==> config.mk <==
export PLATFORM = sky130hd
export DESIGN_NAME = weighted_urn_sampler_flat
export DESIGN_NICKNAME = d
export VERILOG_FILES = /design/src/rtl/wus_pkg.sv /design/src/rtl/wus_req_if.sv /design/src/rtl/wus_rsp_if.sv /design/src/rtl/wus_divider.sv /design/src/rtl/weighted_urn_sampler.sv /design/src/flat_wrapper.sv
export SDC_FILE = /design/constraint.sdc
export NUM_CORES = 2
export LEC_CHECK = 0
export BUFFER_PORTS_ARGS = -buffer_cell sky130_fd_sc_hd__buf_2
export CORE_ASPECT_RATIO = 0.9
export CORE_MARGIN = 2
export CORE_UTILIZATION = 46
export DETAILED_ROUTE_END_ITERATION = 7
export PLACE_DENSITY = 0.64
export SYNTH_ARGS = -nofsm -noshare
export SYNTH_HDL_FRONTEND = slang
export SYNTH_SLANG_ARGS = --single-unit
==> constraint.sdc <==
create_clock -name clock -period 13.4 [get_ports clock]
set_clock_uncertainty 0.2 [all_clocks]
set_input_delay 2.01 -clock clock [delete_from_list [all_inputs] [get_ports clock]]
set_output_delay 2.01 -clock clock [all_outputs]
set_load 0.1 [all_outputs]
==> src/rtl/wus_pkg.sv <==
// wus_pkg: sizes, command and status codes shared by the weighted urn sampler
// no dependencies; compiled before the interfaces and modules

package wus_pkg;

   localparam int MAX_ENTRIES = 64;
   localparam int WEIGHT_BITS = 16;
   localparam int COUNT_BITS  = 16;

   localparam int IDX_BITS   = $clog2(MAX_ENTRIES);
   localparam int ACT_BITS   = IDX_BITS + 1;
   localparam int TOTAL_BITS = WEIGHT_BITS + IDX_BITS;

   localparam int CMD_W    = 3;
   localparam int ENTRY_W  = 6;
   localparam int AMOUNT_W = 16;
   localparam int RANDOM_W = 31;
   localparam int STATUS_W = 2;
   localparam int DRAWN_W  = 6;

   typedef enum logic [CMD_W-1:0] {
      CMD_DRAW    = 3'd0,
      CMD_SET     = 3'd1,
      CMD_INC     = 3'd2,
      CMD_EQUAL   = 3'd3,
      CMD_RESTART = 3'd4,
      CMD_RESIZE  = 3'd5
   } cmd_type;

   typedef enum logic [STATUS_W-1:0] {
      STS_DONE   = 2'd0,
      STS_DRAWN  = 2'd1,
      STS_EMPTY  = 2'd2,
      STS_REJECT = 2'd3
   } status_type;

endpackage

==> src/rtl/wus_req_if.sv <==
// wus_req_if: command channel of the urn sampler, valid/ready plus payload
// depends on wus_pkg for field widths

interface wus_req_if;
   import wus_pkg::*;

   logic                valid;
   logic                ready;
   logic [CMD_W-1:0]    command;
   logic [ENTRY_W-1:0]  entry_index;
   logic [AMOUNT_W-1:0] amount;
   logic [RANDOM_W-1:0] random_word;

   modport source (output valid, command, entry_index, amount, random_word, input ready);
   modport sink (input valid, command, entry_index, amount, random_word, output ready);
endinterface

==> src/rtl/wus_rsp_if.sv <==
// wus_rsp_if: result channel of the urn sampler, valid/ready plus payload
// depends on wus_pkg for field widths

interface wus_rsp_if;
   import wus_pkg::*;

   logic                valid;
   logic                ready;
   logic [STATUS_W-1:0] status;
   logic [DRAWN_W-1:0]  drawn_entry;
   logic                cycle_end;

   modport source (output valid, status, drawn_entry, cycle_end, input ready);
   modport sink (input valid, status, drawn_entry, cycle_end, output ready);
endinterface

==> src/rtl/wus_divider.sv <==
// wus_divider: restoring remainder unit, one quotient bit per cycle
// depends on wus_pkg for the random word and pool total widths

module wus_divider (
   input  logic                           clock,
   input  logic                           reset,
   input  logic                           start,
   input  logic [wus_pkg::RANDOM_W-1:0]   dividend,
   input  logic [wus_pkg::TOTAL_BITS-1:0] divisor,
   output logic                           done,
   output logic [wus_pkg::TOTAL_BITS-1:0] remainder
);
   import wus_pkg::*;

   localparam int STEP_BITS = $clog2(RANDOM_W + 1);

   logic                  busy_ff;
   logic                  done_ff;
   logic [STEP_BITS-1:0]  step_ff;
   logic [RANDOM_W-1:0]   shift_ff;
   logic [TOTAL_BITS-1:0] div_ff;
   logic [TOTAL_BITS-1:0] rem_ff;
   logic [TOTAL_BITS:0]   trial;
   logic [TOTAL_BITS-1:0] rem_in;

   // remainder stays below the divisor, so one subtract per bit is enough
   always_comb begin
      trial = {rem_ff, shift_ff[RANDOM_W-1]};
      if (trial >= {1'b0, div_ff}) begin
         rem_in = TOTAL_BITS'(trial - {1'b0, div_ff});
      end else begin
         rem_in = trial[TOTAL_BITS-1:0];
      end
   end

   always_ff @(posedge clock) begin
      if (reset) begin
         busy_ff <= 1'b0;
         done_ff <= 1'b0;
         step_ff <= '0;
      end else begin
         done_ff <= 1'b0;
         if (start) begin
            busy_ff  <= 1'b1;
            step_ff  <= STEP_BITS'(RANDOM_W);
            shift_ff <= dividend;
            div_ff   <= divisor;
            rem_ff   <= '0;
         end else if (busy_ff) begin
            rem_ff   <= rem_in;
            shift_ff <= {shift_ff[RANDOM_W-2:0], 1'b0};
            step_ff  <= step_ff - STEP_BITS'(1);
            if (step_ff == STEP_BITS'(1)) begin
               busy_ff <= 1'b0;
               done_ff <= 1'b1;
            end
         end
      end
   end

   assign done      = done_ff;
   assign remainder = rem_ff;

endmodule

==> src/rtl/weighted_urn_sampler.sv <==
// weighted_urn_sampler: weighted draw without replacement over an urn of entries
// depends on wus_pkg, wus_req_if, wus_rsp_if and wus_divider
//
//   channel   direction  contents
//   req_chan  in         command, entry_index, amount, random_word
//   rsp_chan  out        status, drawn_entry, cycle_end
//
// one command at a time. a draw walks the weight/count memories twice (one
// entry per cycle, registered reads) around the remainder unit.
// reset clears the per-entry valid flops, which stand in for the memory reset.
// results wait in an output register; a stalled result holds only the next one.

module weighted_urn_sampler (
   input logic       clock,
   input logic       reset,
   wus_req_if.sink   req_chan,
   wus_rsp_if.source rsp_chan
);
   import wus_pkg::*;

   localparam int CMP_W = (ENTRY_W > ACT_BITS) ? ENTRY_W : ACT_BITS;
   localparam int SAT_W = (WEIGHT_BITS > AMOUNT_W) ? WEIGHT_BITS : AMOUNT_W;
   localparam int OWE_W = (WEIGHT_BITS > COUNT_BITS) ? WEIGHT_BITS : COUNT_BITS;
   localparam logic [WEIGHT_BITS-1:0] WEIGHT_MAX = '1;

   typedef enum logic [2:0] {
      ST_IDLE,
      ST_EXEC,
      ST_INC_WR,
      ST_SUM,
      ST_MOD,
      ST_SEARCH,
      ST_RESP
   } state_type;

   function automatic logic [WEIGHT_BITS-1:0] sat_amount(input logic [AMOUNT_W-1:0] a);
      logic [SAT_W-1:0] wide;
      wide = SAT_W'(a);
      if (wide > SAT_W'(WEIGHT_MAX)) begin
         return WEIGHT_MAX;
      end
      return WEIGHT_BITS'(wide);
   endfunction

   function automatic logic [WEIGHT_BITS-1:0] owed(input logic [WEIGHT_BITS-1:0] w,
                                                   input logic [COUNT_BITS-1:0]  c);
      logic [OWE_W-1:0] ww;
      logic [OWE_W-1:0] cc;
      ww = OWE_W'(w);
      cc = OWE_W'(c);
      if (ww > cc) begin
         return WEIGHT_BITS'(ww - cc);
      end
      return '0;
   endfunction

   state_type             state_ff;
   cmd_type               cmd_ff;
   logic [ENTRY_W-1:0]    idx_ff;
   logic [AMOUNT_W-1:0]   amount_ff;
   logic [RANDOM_W-1:0]   random_ff;
   logic [ACT_BITS-1:0]   active_ff;
   logic [WEIGHT_BITS-1:0] default_w_ff;
   logic [TOTAL_BITS-1:0] total_ff;
   logic [TOTAL_BITS-1:0] acc_ff;
   logic [TOTAL_BITS-1:0] pick_ff;
   logic [ACT_BITS-1:0]   issue_ff;
   logic                  div_start_ff;
   status_type            res_status_ff;
   logic [DRAWN_W-1:0]    res_drawn_ff;
   logic                  res_cend_ff;
   logic                  rsp_valid_ff;
   status_type            rsp_status_ff;
   logic [DRAWN_W-1:0]    rsp_drawn_ff;
   logic                  rsp_cend_ff;

   logic [WEIGHT_BITS-1:0] weight_mem [MAX_ENTRIES];
   logic [COUNT_BITS-1:0]  count_mem [MAX_ENTRIES];
   logic [MAX_ENTRIES-1:0] wvalid_ff;
   logic [MAX_ENTRIES-1:0] cvalid_ff;

   logic [WEIGHT_BITS-1:0] w_rd_ff;
   logic [COUNT_BITS-1:0]  c_rd_ff;
   logic                   wv_rd_ff;
   logic                   cv_rd_ff;
   logic [IDX_BITS-1:0]    rd_idx_ff;
   logic                   rd_vld_ff;

   logic [IDX_BITS-1:0]    rd_addr;
   logic                   issuing;
   logic [WEIGHT_BITS-1:0] w_eff;
   logic [COUNT_BITS-1:0]  c_eff;
   logic [TOTAL_BITS-1:0]  acc_sum;
   logic                   found;
   logic                   in_range;
   logic [ACT_BITS-1:0]    resize_n;
   logic [WEIGHT_BITS-1:0] equal_w;

   logic                   wmem_we;
   logic                   cmem_we;
   logic [IDX_BITS-1:0]    wr_addr;
   logic [WEIGHT_BITS-1:0] wr_weight;
   logic [COUNT_BITS-1:0]  wr_count;
   logic                   set_wv;
   logic                   set_cv;
   logic                   clr_wv;
   logic                   clr_cv;

   logic                   div_done;
   logic [TOTAL_BITS-1:0]  div_rem;

   wus_divider u_divider (
      .clock     (clock),
      .reset     (reset),
      .start     (div_start_ff),
      .dividend  (random_ff),
      .divisor   (total_ff),
      .done      (div_done),
      .remainder (div_rem)
   );

   assign issuing = ((state_ff == ST_SUM) || (state_ff == ST_SEARCH)) && (issue_ff < active_ff);
   assign rd_addr = (state_ff == ST_EXEC) ? IDX_BITS'(idx_ff) : issue_ff[IDX_BITS-1:0];

   // entries never written since the last bulk change read as the default
   assign w_eff   = wv_rd_ff ? w_rd_ff : default_w_ff;
   assign c_eff   = cv_rd_ff ? c_rd_ff : '0;
   assign acc_sum = acc_ff + TOTAL_BITS'(owed(w_eff, c_eff));
   assign found   = rd_vld_ff && (pick_ff < acc_sum);

   assign in_range = CMP_W'(idx_ff) < CMP_W'(active_ff);
   assign equal_w  = sat_amount((amount_ff == '0) ? AMOUNT_W'(1) : amount_ff);

   always_comb begin
      if (amount_ff == '0) begin
         resize_n = ACT_BITS'(1);
      end else if (amount_ff > AMOUNT_W'(MAX_ENTRIES)) begin
         resize_n = ACT_BITS'(MAX_ENTRIES);
      end else begin
         resize_n = ACT_BITS'(amount_ff);
      end
   end

   always_comb begin
      wmem_we   = 1'b0;
      cmem_we   = 1'b0;
      wr_addr   = IDX_BITS'(idx_ff);
      wr_weight = sat_amount(amount_ff);
      wr_count  = c_eff + COUNT_BITS'(1);
      set_wv    = 1'b0;
      set_cv    = 1'b0;
      clr_wv    = 1'b0;
      clr_cv    = 1'b0;
      case (state_ff)
         ST_EXEC: begin
            case (cmd_ff)
               CMD_SET: begin
                  wmem_we = in_range;
                  set_wv  = in_range;
               end
               CMD_EQUAL: begin
                  clr_wv = 1'b1;
                  clr_cv = 1'b1;
               end
               CMD_RESTART: begin
                  clr_cv = 1'b1;
               end
               CMD_RESIZE: begin
                  clr_wv = (resize_n != active_ff);
                  clr_cv = (resize_n != active_ff);
               end
               default: begin
               end
            endcase
         end
         ST_INC_WR: begin
            wmem_we   = 1'b1;
            set_wv    = 1'b1;
            wr_weight = (w_eff == WEIGHT_MAX) ? w_eff : w_eff + WEIGHT_BITS'(1);
         end
         ST_SEARCH: begin
            wr_addr = rd_idx_ff;
            cmem_we = found;
            set_cv  = found;
            // last token gone: all counts drop back to zero
            clr_cv  = found && (total_ff == TOTAL_BITS'(1));
         end
         default: begin
         end
      endcase
   end

   always_ff @(posedge clock) begin
      if (wmem_we) begin
         weight_mem[wr_addr] <= wr_weight;
      end
      if (cmem_we) begin
         count_mem[wr_addr] <= wr_count;
      end
      w_rd_ff   <= weight_mem[rd_addr];
      c_rd_ff   <= count_mem[rd_addr];
      wv_rd_ff  <= wvalid_ff[rd_addr];
      cv_rd_ff  <= cvalid_ff[rd_addr];
      rd_idx_ff <= rd_addr;
   end

   always_ff @(posedge clock) begin
      if (reset) begin
         wvalid_ff <= '0;
         cvalid_ff <= '0;
      end else begin
         if (clr_wv) begin
            wvalid_ff <= '0;
         end else if (set_wv) begin
            wvalid_ff[wr_addr] <= 1'b1;
         end
         if (clr_cv) begin
            cvalid_ff <= '0;
         end else if (set_cv) begin
            cvalid_ff[wr_addr] <= 1'b1;
         end
      end
   end

   always_ff @(posedge clock) begin
      if (reset) begin
         state_ff     <= ST_IDLE;
         active_ff    <= ACT_BITS'(1);
         default_w_ff <= WEIGHT_BITS'(1);
         rsp_valid_ff <= 1'b0;
         rd_vld_ff    <= 1'b0;
         div_start_ff <= 1'b0;
         issue_ff     <= '0;
      end else begin
         rd_vld_ff    <= issuing;
         div_start_ff <= 1'b0;
         if (issuing) begin
            issue_ff <= issue_ff + ACT_BITS'(1);
         end
         if (rsp_chan.ready) begin
            rsp_valid_ff <= 1'b0;
         end
         case (state_ff)
            ST_IDLE: begin
               if (req_chan.valid) begin
                  cmd_ff    <= cmd_type'(req_chan.command);
                  idx_ff    <= req_chan.entry_index;
                  amount_ff <= req_chan.amount;
                  random_ff <= req_chan.random_word;
                  state_ff  <= ST_EXEC;
               end
            end
            ST_EXEC: begin
               res_status_ff <= STS_DONE;
               res_drawn_ff  <= '0;
               res_cend_ff   <= 1'b0;
               state_ff      <= ST_RESP;
               case (cmd_ff)
                  CMD_DRAW: begin
                     issue_ff <= '0;
                     acc_ff   <= '0;
                     state_ff <= ST_SUM;
                  end
                  CMD_SET: begin
                     if (!in_range) begin
                        res_status_ff <= STS_REJECT;
                     end
                  end
                  CMD_INC: begin
                     if (!in_range) begin
                        res_status_ff <= STS_REJECT;
                     end else begin
                        state_ff <= ST_INC_WR;
                     end
                  end
                  CMD_EQUAL: begin
                     default_w_ff <= equal_w;
                  end
                  CMD_RESIZE: begin
                     if (resize_n != active_ff) begin
                        active_ff    <= resize_n;
                        default_w_ff <= WEIGHT_BITS'(1);
                     end
                  end
                  default: begin
                  end
               endcase
            end
            ST_INC_WR: begin
               state_ff <= ST_RESP;
            end
            ST_SUM: begin
               if (rd_vld_ff) begin
                  acc_ff <= acc_sum;
               end else if (issue_ff == active_ff) begin
                  total_ff <= acc_ff;
                  if (acc_ff == '0) begin
                     res_status_ff <= STS_EMPTY;
                     state_ff      <= ST_RESP;
                  end else begin
                     div_start_ff <= 1'b1;
                     state_ff     <= ST_MOD;
                  end
               end
            end
            ST_MOD: begin
               if (div_done) begin
                  pick_ff  <= div_rem;
                  issue_ff <= '0;
                  acc_ff   <= '0;
                  state_ff <= ST_SEARCH;
               end
            end
            ST_SEARCH: begin
               if (rd_vld_ff) begin
                  acc_ff <= acc_sum;
               end
               if (found) begin
                  res_status_ff <= STS_DRAWN;
                  res_drawn_ff  <= DRAWN_W'(rd_idx_ff);
                  res_cend_ff   <= (total_ff == TOTAL_BITS'(1));
                  state_ff      <= ST_RESP;
               end
            end
            ST_RESP: begin
               // wait for the output register to free up
               if (!rsp_valid_ff || rsp_chan.ready) begin
                  rsp_valid_ff  <= 1'b1;
                  rsp_status_ff <= res_status_ff;
                  rsp_drawn_ff  <= res_drawn_ff;
                  rsp_cend_ff   <= res_cend_ff;
                  state_ff      <= ST_IDLE;
               end
            end
            default: begin
               state_ff <= ST_IDLE;
            end
         endcase
      end
   end

   assign req_chan.ready       = (state_ff == ST_IDLE);
   assign rsp_chan.valid       = rsp_valid_ff;
   assign rsp_chan.status      = rsp_status_ff;
   assign rsp_chan.drawn_entry = rsp_drawn_ff;
   assign rsp_chan.cycle_end   = rsp_cend_ff;

`ifndef ASSERT_OFF
   a_one_command: assert property (@(posedge clock) disable iff (reset)
      (req_chan.valid && req_chan.ready) |=> !req_chan.ready)
      else $error("command accepted while another is in flight");

   a_search_bound: assert property (@(posedge clock) disable iff (reset)
      (state_ff == ST_SEARCH) |-> (acc_ff < total_ff))
      else $error("search ran past the pool total");

   a_result_flags: assert property (@(posedge clock) disable iff (reset)
      (rsp_valid_ff && (rsp_cend_ff || (rsp_drawn_ff != '0))) |-> (rsp_status_ff == STS_DRAWN))
      else $error("draw fields set on a result that is not a draw");

   a_div_owner: assert property (@(posedge clock) disable iff (reset)
      div_done |-> (state_ff == ST_MOD))
      else $error("remainder finished outside the modulo step");
`endif

endmodule

==> src/flat_wrapper.sv <==
// flat-port wrapper written by rule: the top's interface ports become plain ports
module weighted_urn_sampler_flat import wus_pkg::*;
  (clock, reset, req_chan_valid, req_chan_command, req_chan_entry_index, req_chan_amount, req_chan_random_word, req_chan_ready, rsp_chan_valid, rsp_chan_status, rsp_chan_drawn_entry, rsp_chan_cycle_end, rsp_chan_ready);
  wus_req_if req_chan_i ();
  wus_rsp_if rsp_chan_i ();
  input logic clock;
  input logic reset;
  input wire logic [$bits(req_chan_i.valid)-1:0] req_chan_valid;
  input wire logic [$bits(req_chan_i.command)-1:0] req_chan_command;
  input wire logic [$bits(req_chan_i.entry_index)-1:0] req_chan_entry_index;
  input wire logic [$bits(req_chan_i.amount)-1:0] req_chan_amount;
  input wire logic [$bits(req_chan_i.random_word)-1:0] req_chan_random_word;
  output wire logic [$bits(req_chan_i.ready)-1:0] req_chan_ready;
  output wire logic [$bits(rsp_chan_i.valid)-1:0] rsp_chan_valid;
  output wire logic [$bits(rsp_chan_i.status)-1:0] rsp_chan_status;
  output wire logic [$bits(rsp_chan_i.drawn_entry)-1:0] rsp_chan_drawn_entry;
  output wire logic [$bits(rsp_chan_i.cycle_end)-1:0] rsp_chan_cycle_end;
  input wire logic [$bits(rsp_chan_i.ready)-1:0] rsp_chan_ready;
  assign req_chan_i.valid = req_chan_valid;
  assign req_chan_i.command = req_chan_command;
  assign req_chan_i.entry_index = req_chan_entry_index;
  assign req_chan_i.amount = req_chan_amount;
  assign req_chan_i.random_word = req_chan_random_word;
  assign req_chan_ready = req_chan_i.ready;
  assign rsp_chan_valid = rsp_chan_i.valid;
  assign rsp_chan_status = rsp_chan_i.status;
  assign rsp_chan_drawn_entry = rsp_chan_i.drawn_entry;
  assign rsp_chan_cycle_end = rsp_chan_i.cycle_end;
  assign rsp_chan_i.ready = rsp_chan_ready;
  weighted_urn_sampler u_core (.clock(clock), .reset(reset), .req_chan(req_chan_i), .rsp_chan(rsp_chan_i));
endmodule
==> flow_summary.toml <==
[outcome]
outcome = "finished clean"

[timing]
setup_viol = 0
hold_viol = 0
fin_setup_tns_ns = 0
fin_crit_sh = 0.866
tightestPinTransition_ns = 1.41
rsz0062_at_grt = "false"
slew_violations = 0
fmax_mhz = 86.2
relSlewSlack = 0.0592
period_needed_ns = 11.61
fin_ws_ns = 1.79

[route]
routed_wirelength_mm = 280
antenna_left = 0
drt_iter0_drc = 9324
wl_per_cell_um = 25.5
drt_pre_antenna_iters = 6
vias = 65700
drc_errors = 0
viasPerCell = 5.97

[logic_synthesis]
synth_top_area_frac = 0.673
synth_enable_flop_cells = 2263
yosysTopAreaCell = "edfxtp_1"
syn_inst = 7885
netlist_area_mm2 = 0.101
seq_area_frac_synth = 0.714
synth_cell_types = 77
synthTopCellsByArea = "edfxtp_1 (67%), nand2_1 (7.5%), dfxtp_1 (4.2%)"
syn_area_per_cell_um2 = 12.8
ys_ff_latch = 2474
ys.flop_type = "edfxtp_1"
yosysWarnings = 0
synth_nets = 8038
async_reset_ff_frac = 0

[clock_tree]
cts_buffers = 238
cts_sinks = 2474
cts_hold_buf = 0
cts_tree = "done"
cts_max_level = 4
postCtsSetupBuffers = 0
root_buffer = "clkbuf_16"
insertion_delay_ns = 0.89
path_clk_slew_ns = 0.06
clk_path_buf_depth = 3
ctsResizeCount = 0

[floorplanning]
fp.dieH_um = 449
io_pins = 71
initial_core_util = 0.462
rows = 163
die-area_mm2 = 0.223
coreArea_mm2 = 0.219
die-width_um = 498

[cells_and_area]
fill_cells = 18100
stdcell_area_mm2 = 0.114
finalNetCount = 8056
drive_above_1_share = 0.106
final_cell_mix = "edfxtp_1 (2263), nand2_1 (2004), nand3_1 (784)"
syn_to_final_growth_pct = 12.5
final_common_cell = "edfxtp_1"
utilization = 0.519

[pwr]
cellPowerDensity_mw_per_mm2 = 212
leakage_nw = 40.1
peakVddDrop_v = 0.000265

[global_route]
grt_remaining_overflow = 0
gr-usage-all-layers = 0.244
antenna_found_initial = 10
grt_first_pass_wirelength_mm = 410
grt_max_degree = 172
grt_pass1_vias = 61400

[placement]
port_buffers = 70
place.gp.congestion = 0.957
pre_cts_ws_ns = 2.08
dpl_cell_area_mm2 = 0.106
dp_hpwl_mm = 164

[flow_run]
max-cap-violations = 0

[critical_path]
worst_setup_path_start_kind = "flop"
path_buf_inv = 3
slowest_delay_ns = 1.35
crit_family = "compound AO/OA/AOI/OAI gates"
cp-end-kind = "flop"
arrival_ns = 11.87
cp.required_ns = 13.67
path_class = "flop to flop"
cp_max_fo = 25
cpMaxStageDelayCell = "nor2_1"

[worst_hold_path]
min_path_type = "flop to flop"
[worst reg2reg max path, delay by kind of cell, from the launching register on]
family | cells | cell delay, ns
AOI/OAI and AO/OA | 15 | 4.33
xor gates and xnor gates | 1 | 0.21
adders and majority gates | 4 | 1.31
buffers and inverters | 3 | 0.50
DFF | 1 | 0.82
and+or+nand+nor | 7 | 3.80
[layout make-up]
type | count | area (um^2) | share of cell area
inverter | 75 | 297 | 0.00261
multi-input combinational | 4838 | 27400 | 0.241
sequential | 2474 | 72200 | 0.635
tap | 2887 | 3610 | 0.0318
clock buffer | 306 | 6430 | 0.0566
timing repair buffer | 276 | 2040 | 0.0179
clock inverter | 140 | 1640 | 0.0144
antenna | 3 | 7.51 | 0.0000661
[Yosys cell counts, types with 59 or more instances]
cell and n:
a221oi_1 70, a32oi_1 69, edfxtp_1 2263, a32o_1 68, nand2_1 2007, clkbuf_1 358
a31oi_1 239, mux2i_1 225, and3_1 223, nor2_1 249, a21oi_1 59, ha_1 90
o21a_1 99, buf_1 60, nand3_1 784, nor3_1 99, inv_1 71, dfxtp_1 211
buf_2 72
[per-stage QoR]
| step | hold slack [ns] | power [mW] | instances |
|---|---|---|---|
| finish | 0.227 | 24.0 | 11000 |
| floorplan | 0.200 | 14.5 | 7885 |
| CTS | 0.228 | 24.0 | 11000 |
| global route | 0.227 | 25.1 | 11000 |
| detailed placement | 0.212 | 17.2 | 10500 |
| global placement | 0.223 | 17.1 | 10500 |
[final timing paths]
check / from / endpoint / slack (ns) / cells after the start
max: u_core.cv_rd_ff / u_core.count_mem[61][9] / 1.79 / 30
min: u_core.res_drawn_ff[2] / u_core.rsp_chan.drawn_entry[2] / 0.23 / 0
min reg2reg: u_core.res_drawn_ff[2] / u_core.rsp_chan.drawn_entry[2] / 0.23 / 0
max reg2reg: u_core.cv_rd_ff / u_core.count_mem[61][9] / 1.79 / 30
[flip-flops by register name, indices dropped and copies added (netlist names), 3 cells and up]
name / cells
u_core.c_rd_ff: 16
u_core.default_w_ff: 16
u_core.total_ff: 22
u_core.pick_ff: 22
u_core.rsp_chan.drawn_entry: 6
u_core.idx_ff: 6
u_core.active_ff: 7
u_core.cmd_ff: 3
u_core.rd_idx_ff: 6
u_core.state_ff: 3
u_core.count_mem: 1024
u_core.u_divider.step_ff: 5
u_core.w_rd_ff: 16
u_core.random_ff: 31
u_core.u_divider.div_ff: 22
u_core.u_divider.shift_ff: 31
u_core.cvalid_ff: 64
u_core.res_drawn_ff: 6
u_core.acc_ff: 22
u_core.issue_ff: 7
u_core.weight_mem: 1024
u_core.amount_ff: 16
u_core.u_divider.remainder: 22
u_core.wvalid_ff: 64
[cell families (layout without fill, tap and decap cells)]
kind of cell,count (synthesis),count (layout),share of synthesized area
other,0,3,0
flip-flops,2474,2474,0.714
adder cells (fa/ha/maj),94,94,0.0118
XOR/XNOR,82,82,0.00711
multiplexers,270,270,0.0274
AND/OR/NAND/NOR,3510,3510,0.152
AO/OA/AOI/OAI,882,882,0.0651
buffers and inverters,573,797,0.0225
[layer usage]
| metal | GRT usage | wire length (um) | vias up |
|---|---|---|---|
| met5 | 0 | 21 | - |
| met4 | 0.0760 | 8260 | 4 |
| met3 | 0.0544 | 28100 | 454 |
| met2 | 0.362 | 124000 | 3202 |
| met1 | 0.359 | 120000 | 32800 |
| li1 | - | - | 29200 |
[power by group]
group	internal (mW)	switching [mW]
combinational	2.32	5.64
sequential	9.07	0.132
clock	3.92	2.96
Note: power is estimated with default switching activity, not from simulation.
